### src/hw/rtl/dwsd_pkg.sv
// ----------------------------------------------------------------------------
// dwsd_pkg
// Shared constants, codes and interface types of the worker slot dispatcher.
// ----------------------------------------------------------------------------
package dwsd_pkg;

    // Sizing
    localparam int RADIOS          = 2;
    localparam int SLOTS_PER_RADIO = 9;
    localparam int TOTAL_SLOTS     = RADIOS * SLOTS_PER_RADIO;
    localparam int SEEN_ENTRIES    = 32;

    localparam int SLOT_IDX_W = (TOTAL_SLOTS > 1) ? $clog2(TOTAL_SLOTS) : 1;
    localparam int SEEN_IDX_W = $clog2(SEEN_ENTRIES);

    // Field widths
    localparam int OP_W      = 2;
    localparam int ADDR_W    = 48;
    localparam int SLOT_W    = 5;
    localparam int OUTCOME_W = 3;
    localparam int STAMP_W   = 32;
    localparam int TIMEOUT_W = 20;
    localparam int SPLIT_W   = 5;

    // Configuration port
    localparam int CFG_IDX_W  = 1;
    localparam int CFG_DATA_W = TIMEOUT_W;
    localparam logic [CFG_IDX_W-1:0] CFG_TIMEOUT = 1'd0;
    localparam logic [CFG_IDX_W-1:0] CFG_SPLIT   = 1'd1;

    localparam logic [TIMEOUT_W-1:0] TIMEOUT_RESET = TIMEOUT_W'(20000);
    localparam logic [SPLIT_W-1:0]   SPLIT_RESET   = SPLIT_W'(5);

    // Item opcodes
    typedef enum logic [OP_W-1:0] {
        OP_SIGHT   = 2'd0,
        OP_RELEASE = 2'd1,
        OP_TICK    = 2'd2,
        OP_NONE    = 2'd3
    } op_e;

    // Result codes
    typedef enum logic [OUTCOME_W-1:0] {
        OC_DISPATCHED = 3'd0,
        OC_IN_SLOT    = 3'd1,
        OC_RECENT     = 3'd2,
        OC_NO_IDLE    = 3'd3,
        OC_NO_SIGHT   = 3'd4
    } outcome_e;

    // Commands to the seen table: lookup, age and record are one-cycle pulses
    typedef struct packed {
        logic                 lookup;
        logic                 age;
        logic                 record;
        logic [ADDR_W-1:0]    address;
        logic [STAMP_W-1:0]   clock_ms;
        logic [TIMEOUT_W-1:0] timeout;
    } seen_cmd_t;

    // Status back from the seen table
    typedef struct packed {
        logic done;
        logic hit;
    } seen_sts_t;

endpackage

### src/hw/rtl/dedup_worker_slot_dispatcher.sv
// ----------------------------------------------------------------------------
// dedup_worker_slot_dispatcher
// Hands newly sighted device addresses to the first idle worker slot,
// suppressing addresses held by a busy slot or served within the timeout.
// ----------------------------------------------------------------------------
//  channel  | handshake            | payload
//  ---------+----------------------+-----------------------------------------
//  in       | in_valid / in_stall  | op, device_address, done_slot
//  out      | out_valid / out_stall| outcome, slot, radio, address_out
//  cfg      | cfg_we               | cfg_index, cfg_data
//
//  One item at a time. A sighting that reaches the seen table makes one slot
//  memory read per slot, then one seen-table read per entry; one that ends
//  after the slot scan makes only the slot reads. A tick makes one aging
//  read per seen entry; release and unused ops go straight to the output
//  stage. Reset clears busy flags, seen valid flags, clock and
//  registers at once. A beat waiting in the output register does not block
//  the next input beat; only a second finished result waits for it.
// ----------------------------------------------------------------------------
module dedup_worker_slot_dispatcher (
    input  logic                           clk,
    input  logic                           rst_n,
    // input channel
    input  logic                           in_valid,
    output logic                           in_stall,
    input  logic [dwsd_pkg::OP_W-1:0]      op,
    input  logic [dwsd_pkg::ADDR_W-1:0]    device_address,
    input  logic [dwsd_pkg::SLOT_W-1:0]    done_slot,
    // output channel
    output logic                           out_valid,
    input  logic                           out_stall,
    output logic [dwsd_pkg::OUTCOME_W-1:0] outcome,
    output logic [dwsd_pkg::SLOT_W-1:0]    slot,
    output logic                           radio,
    output logic [dwsd_pkg::ADDR_W-1:0]    address_out,
    // configuration
    input  logic                           cfg_we,
    input  logic [dwsd_pkg::CFG_IDX_W-1:0] cfg_index,
    input  logic [dwsd_pkg::CFG_DATA_W-1:0] cfg_data
);
    import dwsd_pkg::*;

    localparam int SL_CNT_W = SLOT_IDX_W + 1;

    typedef enum logic [4:0] {
        S_IDLE = 5'b00001,
        S_SLOT = 5'b00010,
        S_SEEN = 5'b00100,
        S_AGE  = 5'b01000,
        S_OUT  = 5'b10000
    } state_t;

    state_t                  state_reg;
    state_t                  state_next;

    logic [TIMEOUT_W-1:0]    timeout_reg;
    logic [SPLIT_W-1:0]      split_reg;
    logic [STAMP_W-1:0]      clock_ms_reg;
    logic [ADDR_W-1:0]       addr_reg;

    logic [ADDR_W-1:0]       slot_mem [TOTAL_SLOTS];
    logic [ADDR_W-1:0]       sl_rd_reg;
    logic [TOTAL_SLOTS-1:0]  busy_reg;
    logic [SL_CNT_W-1:0]     sl_issue_reg;
    logic                    sl_cmp_vld_reg;
    logic [SLOT_IDX_W-1:0]   sl_cmp_idx_reg;
    logic                    sl_done_reg;
    logic                    slot_hit_reg;
    logic                    idle_found_reg;
    logic [SLOT_IDX_W-1:0]   idle_idx_reg;

    logic [OUTCOME_W-1:0]    res_outcome_reg;
    logic [SLOT_W-1:0]       res_slot_reg;
    logic                    res_radio_reg;
    logic [ADDR_W-1:0]       res_addr_reg;

    logic                    out_valid_reg;
    logic [OUTCOME_W-1:0]    outcome_reg;
    logic [SLOT_W-1:0]       slot_reg;
    logic                    radio_reg;
    logic [ADDR_W-1:0]       address_out_reg;

    logic                    accept_in;
    logic                    sl_issuing;
    logic                    dispatch;
    logic                    out_load;
    seen_cmd_t               seen_cmd;
    seen_sts_t               seen_sts;

    assign in_stall   = (state_reg != S_IDLE);
    assign accept_in  = in_valid && (state_reg == S_IDLE);
    assign sl_issuing = (state_reg == S_SLOT) && (sl_issue_reg < SL_CNT_W'(TOTAL_SLOTS));
    assign dispatch   = (state_reg == S_SEEN) && seen_sts.done && !seen_sts.hit;
    assign out_load   = (state_reg == S_OUT) && (!out_valid_reg || !out_stall);

    // Seen table commands
    assign seen_cmd.lookup   = (state_reg == S_SLOT) && sl_done_reg && !slot_hit_reg
                               && idle_found_reg;
    assign seen_cmd.age      = accept_in && (op == OP_TICK);
    assign seen_cmd.record   = dispatch;
    assign seen_cmd.address  = addr_reg;
    assign seen_cmd.clock_ms = clock_ms_reg;
    assign seen_cmd.timeout  = timeout_reg;

    dwsd_seen_table u_seen (
        .clk (clk),
        .rst_n (rst_n),
        .cmd (seen_cmd),
        .sts (seen_sts)
    );

    // Configuration registers
    always_ff @(posedge clk or negedge rst_n)
    begin
        if (!rst_n)
        begin
            timeout_reg <= TIMEOUT_RESET;
            split_reg   <= SPLIT_RESET;
        end
        else if (cfg_we)
        begin
            case (cfg_index)
                CFG_TIMEOUT: timeout_reg <= cfg_data[TIMEOUT_W-1:0];
                CFG_SPLIT:   split_reg   <= cfg_data[SPLIT_W-1:0];
                default:     ;
            endcase
        end
    end

    // Sequencer
    always_comb
    begin
        state_next = state_reg;
        case (state_reg)
            S_IDLE:
            begin
                if (accept_in)
                begin
                    case (op)
                        OP_SIGHT: state_next = S_SLOT;
                        OP_TICK:  state_next = S_AGE;
                        default:  state_next = S_OUT;
                    endcase
                end
            end
            S_SLOT:
            begin
                if (sl_done_reg)
                begin
                    state_next = seen_cmd.lookup ? S_SEEN : S_OUT;
                end
            end
            S_SEEN:
            begin
                if (seen_sts.done)
                begin
                    state_next = S_OUT;
                end
            end
            S_AGE:
            begin
                if (seen_sts.done)
                begin
                    state_next = S_OUT;
                end
            end
            S_OUT:
            begin
                if (out_load)
                begin
                    state_next = S_IDLE;
                end
            end
            default: state_next = S_IDLE;
        endcase
    end

    // Slot address memory: one write, one registered read
    always_ff @(posedge clk)
    begin
        if (dispatch)
        begin
            slot_mem[idle_idx_reg] <= addr_reg;
        end
        if (sl_issuing)
        begin
            sl_rd_reg <= slot_mem[sl_issue_reg[SLOT_IDX_W-1:0]];
        end
    end

    // Control state, slot scan and busy flags
    always_ff @(posedge clk or negedge rst_n)
    begin
        if (!rst_n)
        begin
            state_reg      <= S_IDLE;
            clock_ms_reg   <= '0;
            busy_reg       <= '0;
            sl_issue_reg   <= SL_CNT_W'(TOTAL_SLOTS);
            sl_cmp_vld_reg <= 1'b0;
            sl_cmp_idx_reg <= '0;
            sl_done_reg    <= 1'b0;
            slot_hit_reg   <= 1'b0;
            idle_found_reg <= 1'b0;
            idle_idx_reg   <= '0;
            out_valid_reg  <= 1'b0;
        end
        else
        begin
            state_reg <= state_next;

            // item entry
            if (accept_in)
            begin
                case (op)
                    OP_SIGHT:
                    begin
                        sl_issue_reg   <= '0;
                        slot_hit_reg   <= 1'b0;
                        idle_found_reg <= 1'b0;
                    end
                    OP_RELEASE:
                    begin
                        if (32'(done_slot) < 32'(TOTAL_SLOTS))
                        begin
                            busy_reg[SLOT_IDX_W'(done_slot)] <= 1'b0;
                        end
                    end
                    OP_TICK:  clock_ms_reg <= clock_ms_reg + STAMP_W'(1);
                    default:  ;
                endcase
            end
            else if (sl_issuing)
            begin
                sl_issue_reg <= sl_issue_reg + SL_CNT_W'(1);
            end

            // slot compare stage
            sl_cmp_vld_reg <= sl_issuing;
            sl_cmp_idx_reg <= sl_issue_reg[SLOT_IDX_W-1:0];
            sl_done_reg    <= sl_cmp_vld_reg
                              && (sl_cmp_idx_reg == SLOT_IDX_W'(TOTAL_SLOTS - 1));
            if (sl_cmp_vld_reg)
            begin
                if (busy_reg[sl_cmp_idx_reg])
                begin
                    if (sl_rd_reg == addr_reg)
                    begin
                        slot_hit_reg <= 1'b1;
                    end
                end
                else if (!idle_found_reg)
                begin
                    idle_found_reg <= 1'b1;
                    idle_idx_reg   <= sl_cmp_idx_reg;
                end
            end

            if (dispatch)
            begin
                busy_reg[idle_idx_reg] <= 1'b1;
            end

            // output register
            if (out_load)
            begin
                out_valid_reg <= 1'b1;
            end
            else if (!out_stall)
            begin
                out_valid_reg <= 1'b0;
            end
        end
    end

    // Pending result and sighting address
    always_ff @(posedge clk)
    begin
        if (accept_in)
        begin
            addr_reg        <= device_address;
            res_outcome_reg <= OC_NO_SIGHT;
            res_slot_reg    <= '0;
            res_radio_reg   <= 1'b0;
            res_addr_reg    <= '0;
        end
        else if ((state_reg == S_SLOT) && sl_done_reg)
        begin
            if (slot_hit_reg)
            begin
                res_outcome_reg <= OC_IN_SLOT;
            end
            else if (!idle_found_reg)
            begin
                res_outcome_reg <= OC_NO_IDLE;
            end
        end
        else if ((state_reg == S_SEEN) && seen_sts.done)
        begin
            if (seen_sts.hit)
            begin
                res_outcome_reg <= OC_RECENT;
            end
            else
            begin
                res_outcome_reg <= OC_DISPATCHED;
                res_slot_reg    <= SLOT_W'(idle_idx_reg);
                res_radio_reg   <= (32'(idle_idx_reg) >= 32'(split_reg));
                res_addr_reg    <= addr_reg;
            end
        end

        if (out_load)
        begin
            outcome_reg     <= res_outcome_reg;
            slot_reg        <= res_slot_reg;
            radio_reg       <= res_radio_reg;
            address_out_reg <= res_addr_reg;
        end
    end

    assign out_valid   = out_valid_reg;
    assign outcome     = outcome_reg;
    assign slot        = slot_reg;
    assign radio       = radio_reg;
    assign address_out = address_out_reg;

endmodule

### src/hw/rtl/dwsd_seen_table.sv
// ----------------------------------------------------------------------------
// dwsd_seen_table
// Recently-served table: address/stamp memory with per-entry valid flops.
// Runs a lookup scan (match plus first free entry) or an aging scan.
// ----------------------------------------------------------------------------
module dwsd_seen_table (
    input  logic                 clk,
    input  logic                 rst_n,
    input  dwsd_pkg::seen_cmd_t  cmd,
    output dwsd_pkg::seen_sts_t  sts
);
    import dwsd_pkg::*;

    localparam int CNT_W = SEEN_IDX_W + 1;

    typedef struct packed {
        logic [ADDR_W-1:0]  addr;
        logic [STAMP_W-1:0] stamp;
    } entry_t;

    entry_t                  mem [SEEN_ENTRIES];
    entry_t                  rd_data_reg;
    logic [SEEN_ENTRIES-1:0] valid_reg;
    logic [CNT_W-1:0]        issue_reg;
    logic                    cmp_vld_reg;
    logic [SEEN_IDX_W-1:0]   cmp_idx_reg;
    logic                    age_mode_reg;
    logic                    hit_reg;
    logic                    free_found_reg;
    logic [SEEN_IDX_W-1:0]   free_idx_reg;
    logic                    done_reg;

    logic                    issuing;
    logic [STAMP_W-1:0]      age;
    logic                    expired;
    logic                    do_record;

    assign issuing   = issue_reg < CNT_W'(SEEN_ENTRIES);
    assign age       = cmd.clock_ms - rd_data_reg.stamp;
    assign expired   = age > STAMP_W'(cmd.timeout);
    assign do_record = cmd.record && free_found_reg;

    // Memory: one write, one registered read
    always_ff @(posedge clk)
    begin
        if (do_record)
        begin
            mem[free_idx_reg] <= '{addr: cmd.address, stamp: cmd.clock_ms};
        end
        if (issuing)
        begin
            rd_data_reg <= mem[issue_reg[SEEN_IDX_W-1:0]];
        end
    end

    // Scan control and compare stage
    always_ff @(posedge clk or negedge rst_n)
    begin
        if (!rst_n)
        begin
            valid_reg      <= '0;
            issue_reg      <= CNT_W'(SEEN_ENTRIES);
            cmp_vld_reg    <= 1'b0;
            cmp_idx_reg    <= '0;
            age_mode_reg   <= 1'b0;
            hit_reg        <= 1'b0;
            free_found_reg <= 1'b0;
            free_idx_reg   <= '0;
            done_reg       <= 1'b0;
        end
        else
        begin
            if (cmd.lookup || cmd.age)
            begin
                issue_reg      <= '0;
                age_mode_reg   <= cmd.age;
                hit_reg        <= 1'b0;
                free_found_reg <= 1'b0;
            end
            else if (issuing)
            begin
                issue_reg <= issue_reg + CNT_W'(1);
            end

            cmp_vld_reg <= issuing;
            cmp_idx_reg <= issue_reg[SEEN_IDX_W-1:0];
            done_reg    <= cmp_vld_reg && (cmp_idx_reg == SEEN_IDX_W'(SEEN_ENTRIES - 1));

            if (cmp_vld_reg)
            begin
                if (age_mode_reg)
                begin
                    // retire entries past the timeout
                    if (valid_reg[cmp_idx_reg] && expired)
                    begin
                        valid_reg[cmp_idx_reg] <= 1'b0;
                    end
                end
                else if (valid_reg[cmp_idx_reg])
                begin
                    if (rd_data_reg.addr == cmd.address)
                    begin
                        hit_reg <= 1'b1;
                    end
                end
                else if (!free_found_reg)
                begin
                    free_found_reg <= 1'b1;
                    free_idx_reg   <= cmp_idx_reg;
                end
            end

            if (do_record)
            begin
                valid_reg[free_idx_reg] <= 1'b1;
            end
        end
    end

    assign sts.done = done_reg;
    assign sts.hit  = hit_reg;

endmodule

### config.mk
export PLATFORM = sky130hd
export DESIGN_NAME = dedup_worker_slot_dispatcher
export DESIGN_NICKNAME = d
export VERILOG_FILES = /design/src/hw/rtl/dwsd_pkg.sv /design/src/hw/rtl/dedup_worker_slot_dispatcher.sv /design/src/hw/rtl/dwsd_seen_table.sv
export SDC_FILE = /design/constraint.sdc
export NUM_CORES = 2
export LEC_CHECK = 0
export BUFFER_PORTS_ARGS = -buffer_cell sky130_fd_sc_hd__buf_4
export CORE_MARGIN = 1
export CORE_UTILIZATION = 30
export CTS_CLUSTER_DIAMETER = 80
export CTS_CLUSTER_SIZE = 8
export DETAILED_ROUTE_END_ITERATION = 8
export PLACE_DENSITY_LB_ADDON = 0.08
export SETUP_SLACK_MARGIN = 0.2
export SYNTH_ARGS = -nofsm -noshare
export SYNTH_HDL_FRONTEND = slang
export SYNTH_HIERARCHICAL = 1
export SYNTH_SLANG_ARGS = --single-unit
### constraint.sdc
create_clock -name clk -period 7.5 [get_ports clk]
set_input_delay 0.75 -clock clk [delete_from_list [all_inputs] [get_ports clk]]
set_output_delay 0.75 -clock clk [all_outputs]
set_load 0.01 [all_outputs]
==> flow_metrics.tcl <==
set metrics [dict create \
    status "complete, no violations" \
    worst_slack_ns 1.43 \
    hold_path_depth 3 \
    rows 258 \
    syn_area_sq_mm 0.149 \
    p_sw_mw 18.4 \
    fmax_mhz 165 \
    grt_max_degree 125 \
    final_max_slew_viol_count 0 \
    cts.htree.levels 6 \
    synthToLayoutAreaGrowth_pct 18.3 \
    dr_wl_met2_microns 229000 \
    place_inst 13300 \
    tightest_slew_ns 1.24 \
    ys_ff_latch 3868 \
    drt_iter0_markers 5568 \
    critPathLaunchType "register" \
    crit_path_max_fanout 37 \
    numPortBuffers 139 \
    clockBufferDepth 4 \
    seq_power_share_pct 40.4 \
    final_cell_mix "3,657 x edfxtp_1, 1,010 x mux4_2, 580 x clkbuf_16, 365 x buf_4, 178 x nand2_1" \
    grt_usage_pct 17.9 \
    slew_headroom_pct 17.1 \
    ys_seq_area_share_pct 77.1 \
    drive_gt1_share_pct 29.8 \
    clk_latency_ns 1.04 \
    clk_pin_slew_ns 0.05 \
    synth_cells 6701 \
    num_vias 71300 \
    chipHeight_microns 707 \
    top_layer_used "met4" \
    synth-edff-count 3657 \
    cts_inserted_buffers 559 \
    rsz0062_at_grt "no" \
    p_sw_share_pct 28.7 \
    crit_family "compound AO/OA/AOI/OAI gates" \
    final_antenna_net_count 0 \
    fin_skew_ns 0.0616 \
    drv_cap 0 \
    final_cells 14100 \
    p_int_mw 45.8 \
    cp_common_cell "inv_1" \
    comb_power_share_pct 23.6 \
    viasPerCell 5.05 \
    multi_input_area_sq_mm 0.0328 \
    pre_cts_ws_ns 1.46 \
    crit_path_end_kind "register" \
    root_buffer "clkbuf_16" \
    critical_path_class "register to register" \
    grt_pass1_wl_microns 627000 \
    slowest_delay_ns 1.03 \
    io_pins 140 \
    cts_resized 0 \
    ff2ff_setup_slack_ns 1.43 \
    gp_congestion 0.775 \
    fin_hold_ws_ns 0.126 \
    hp-start "op[1]" \
    power.density_mw_per_mm2 365 \
    coreArea_sq_mm 0.494 \
    power_leakage_nw 56.0 \
    wl_met1_microns 198000 \
    setup_tns_ns 0 \
    syn_area_per_cell_sq_um 22.2 \
    cts_num_sinks 3868 \
    initial_core_util_pct 30.1 \
    synthArstFlopShare_pct 3.98 \
    dr.pass1.iters 5 \
    finalCriticalPeriod_ns 6.07 \
    grt_overflow 0 \
    yosys_warnings 6 \
    met3_length_microns 18000 \
    r2r_end "u_seen/valid_reg[13]" \
    crit_slowest_cell "nor4bb_1" \
    hold_path.class "primary input to register" \
    antenna_found_initial 29 \
    hold_end "sl_issue_reg[3]" \
    die_area_sq_mm 0.499 \
    synth_nets 6842 \
    ys_types 82 \
    pwr-share-clk_pct 35.9 \
    num-nets-final 7555 \
    grt_pass1_vias 76300 \
    num-fill-cells 45500 \
    ys.flop_type "edfxtp_1" \
    dp_hpwl_microns 243000 \
    r2r-start "clock_ms_reg[0]" \
    tritoncts "yes" \
    arrival_ns 6.88 \
    ff_latch_area_sq_mm 0.115 \
    required_ns 8.31 \
    postCtsHoldBufs 71 \
    die_x_microns 707 \
    critPathBufInv 4 \
    ff2ff_path_depth 20 \
    hold_viol 0 \
    cts_setup_buffers 0 \
    fin_crit_sh_pct 80.9 \
    drc 0 \
    largest_reg_flops 2560 \
    ir_drop_mv 0.324 \
    setup_viol 0 \
    layout_commonest_cell "edfxtp_1" \
    power_mw 64.2 \
    wire_per_inst_microns 32.0 \
    path_cells "inv_1 -> ha_1 -> inv_1 -> fa_1 -> a211oi_1 -> o21ai_1 -> a31oi_1 -> inv_1 -> a21oi_1 -> xnor2_1 -> ha_1 -> nand4_1 -> a2111oi_0 -> o31ai_1 -> nand4_1 -> nor4b_1 -> nor4b_4 -> buf_4 -> nor4bb_1 -> a31oi_1" \
    routed_wl_microns 452000 \
]
-- how the worst max path moves through the flow --
stage	start	to	slack, ns	depth (start not counted)
after global routing	clock_ms_reg[0]	u_seen/valid_reg[9]	0.85	20
after global placement	clock_ms_reg[0]	u_seen/valid_reg[25]	1.47	20
after floorplan	state_reg[1]	u_seen/mem[12][0]	1.36	10
after CTS	clock_ms_reg[0]	u_seen/valid_reg[13]	1.42	20
final	clock_ms_reg[0]	u_seen/valid_reg[13]	1.43	20
after detailed placement	clock_ms_reg[0]	u_seen/valid_reg[13]	1.46	20
-- synth_stat cells (all sizes together) (3+ instances only) --
| master | number | area share, % |
|---|---|---|
| a211oi | 30 | 0.15 |
| nand4b | 4 | 0.024 |
| dfstp | 11 | 0.19 |
| nand2 | 179 | 0.45 |
| nand3 | 49 | 0.16 |
| ha | 59 | 0.50 |
| and2 | 5 | 0.021 |
| mux2i | 94 | 0.63 |
| nor3 | 21 | 0.089 |
| mux4 | 1010 | 15 |
| edfxtp | 3657 | 74 |
| o2bb2ai | 3 | 0.018 |
| o21ai | 97 | 0.33 |
| xor2 | 88 | 0.52 |
| nor4 | 22 | 0.097 |
| inv | 104 | 0.26 |
| nor2 | 147 | 0.37 |
| o21a | 6 | 0.030 |
| and3 | 13 | 0.055 |
| a31oi | 21 | 0.088 |
| and4 | 4 | 0.024 |
| dfxtp | 57 | 0.77 |
| nor3b | 7 | 0.042 |
| nand2b | 35 | 0.15 |
| nand4 | 30 | 0.15 |
| o22ai | 32 | 0.13 |
| or3b | 3 | 0.018 |
| a22oi | 23 | 0.12 |
| dfrtp | 143 | 2.4 |
| nor2b | 13 | 0.055 |
| o211ai | 25 | 0.13 |
| xnor2 | 56 | 0.33 |
| mux2 | 123 | 0.93 |
| a21o | 15 | 0.076 |
| o31ai | 4 | 0.024 |
| or3 | 10 | 0.042 |
| a21oi | 134 | 0.45 |
| or2 | 6 | 0.025 |
| clkbuf | 228 | 0.57 |
| nand3b | 6 | 0.030 |
| nor4b | 3 | 0.032 |
| buf | 93 | 0.28 |
-- worst register-to-register path: cells and delay by family (launching register included) --
kind            cells  cell delay [ns]
compound gates      7             1.99
xor+xnor            1             0.11
fa+ha+maj           3             0.92
buf+inv             4             0.57
flops               1             0.77
simple gates        5             1.50
-- cells by family (layout without fill, tap and decap cells) --
logic type	after synthesis	count (layout)	share of synthesized area, %
simple gates	565	565	1.88
mux	1227	1227	16.8
flops	3868	3868	77.1
other cells	0	15	0
xor+xnor	144	144	0.847
buf+inv	425	1343	1.12
fa+ha+maj	60	60	0.509
compound gates	412	412	1.69
-- through the flow --
step / cell area, sq um / utilization [%]
2_1_floorplan: 149000 / -
3_3_place_gp: 160000 / 32.3
3_5_place_dp: 160000 / 32.3
4_1_cts: 176000 / 35.6
5_1_grt: 176000 / 35.6
6_report: 176000 / 35.7
-- power by group through the flow --
stage / clock network, mW / registers [mW] / logic, mW
6_report: 23.1 / 26.0 / 15.2
5_1_grt: 24.5 / 26.0 / 16.3
4_1_cts: 23.8 / 26.0 / 15.8
3_5_place_dp: 0 / 26.4 / 15.7
3_3_place_gp: 0 / 26.4 / 15.7
2_1_floorplan: 0 / 26.1 / 10.1
-- per-layer routing --
| metal | up-vias | track usage, % |
|---|---|---|
| met1 | 39600 | 24.2 |
| met2 | 1690 | 30.9 |
| met4 | 0 | 3.49 |
| met5 | - | 0 |
| met3 | 585 | 2.36 |
| li1 | 29400 | - |
-- area by class of cell --
type                    count  area share (%)
flip-flops and latches   3868            65.2
multi-input cells        2408            18.6
clock buffers             718            8.54
well taps                6500            4.62
repair buffers            473            2.38
clock inverters            48           0.343
inverters                 104           0.228
diodes                     15          0.0213
(Power assumes the default switching activity.)
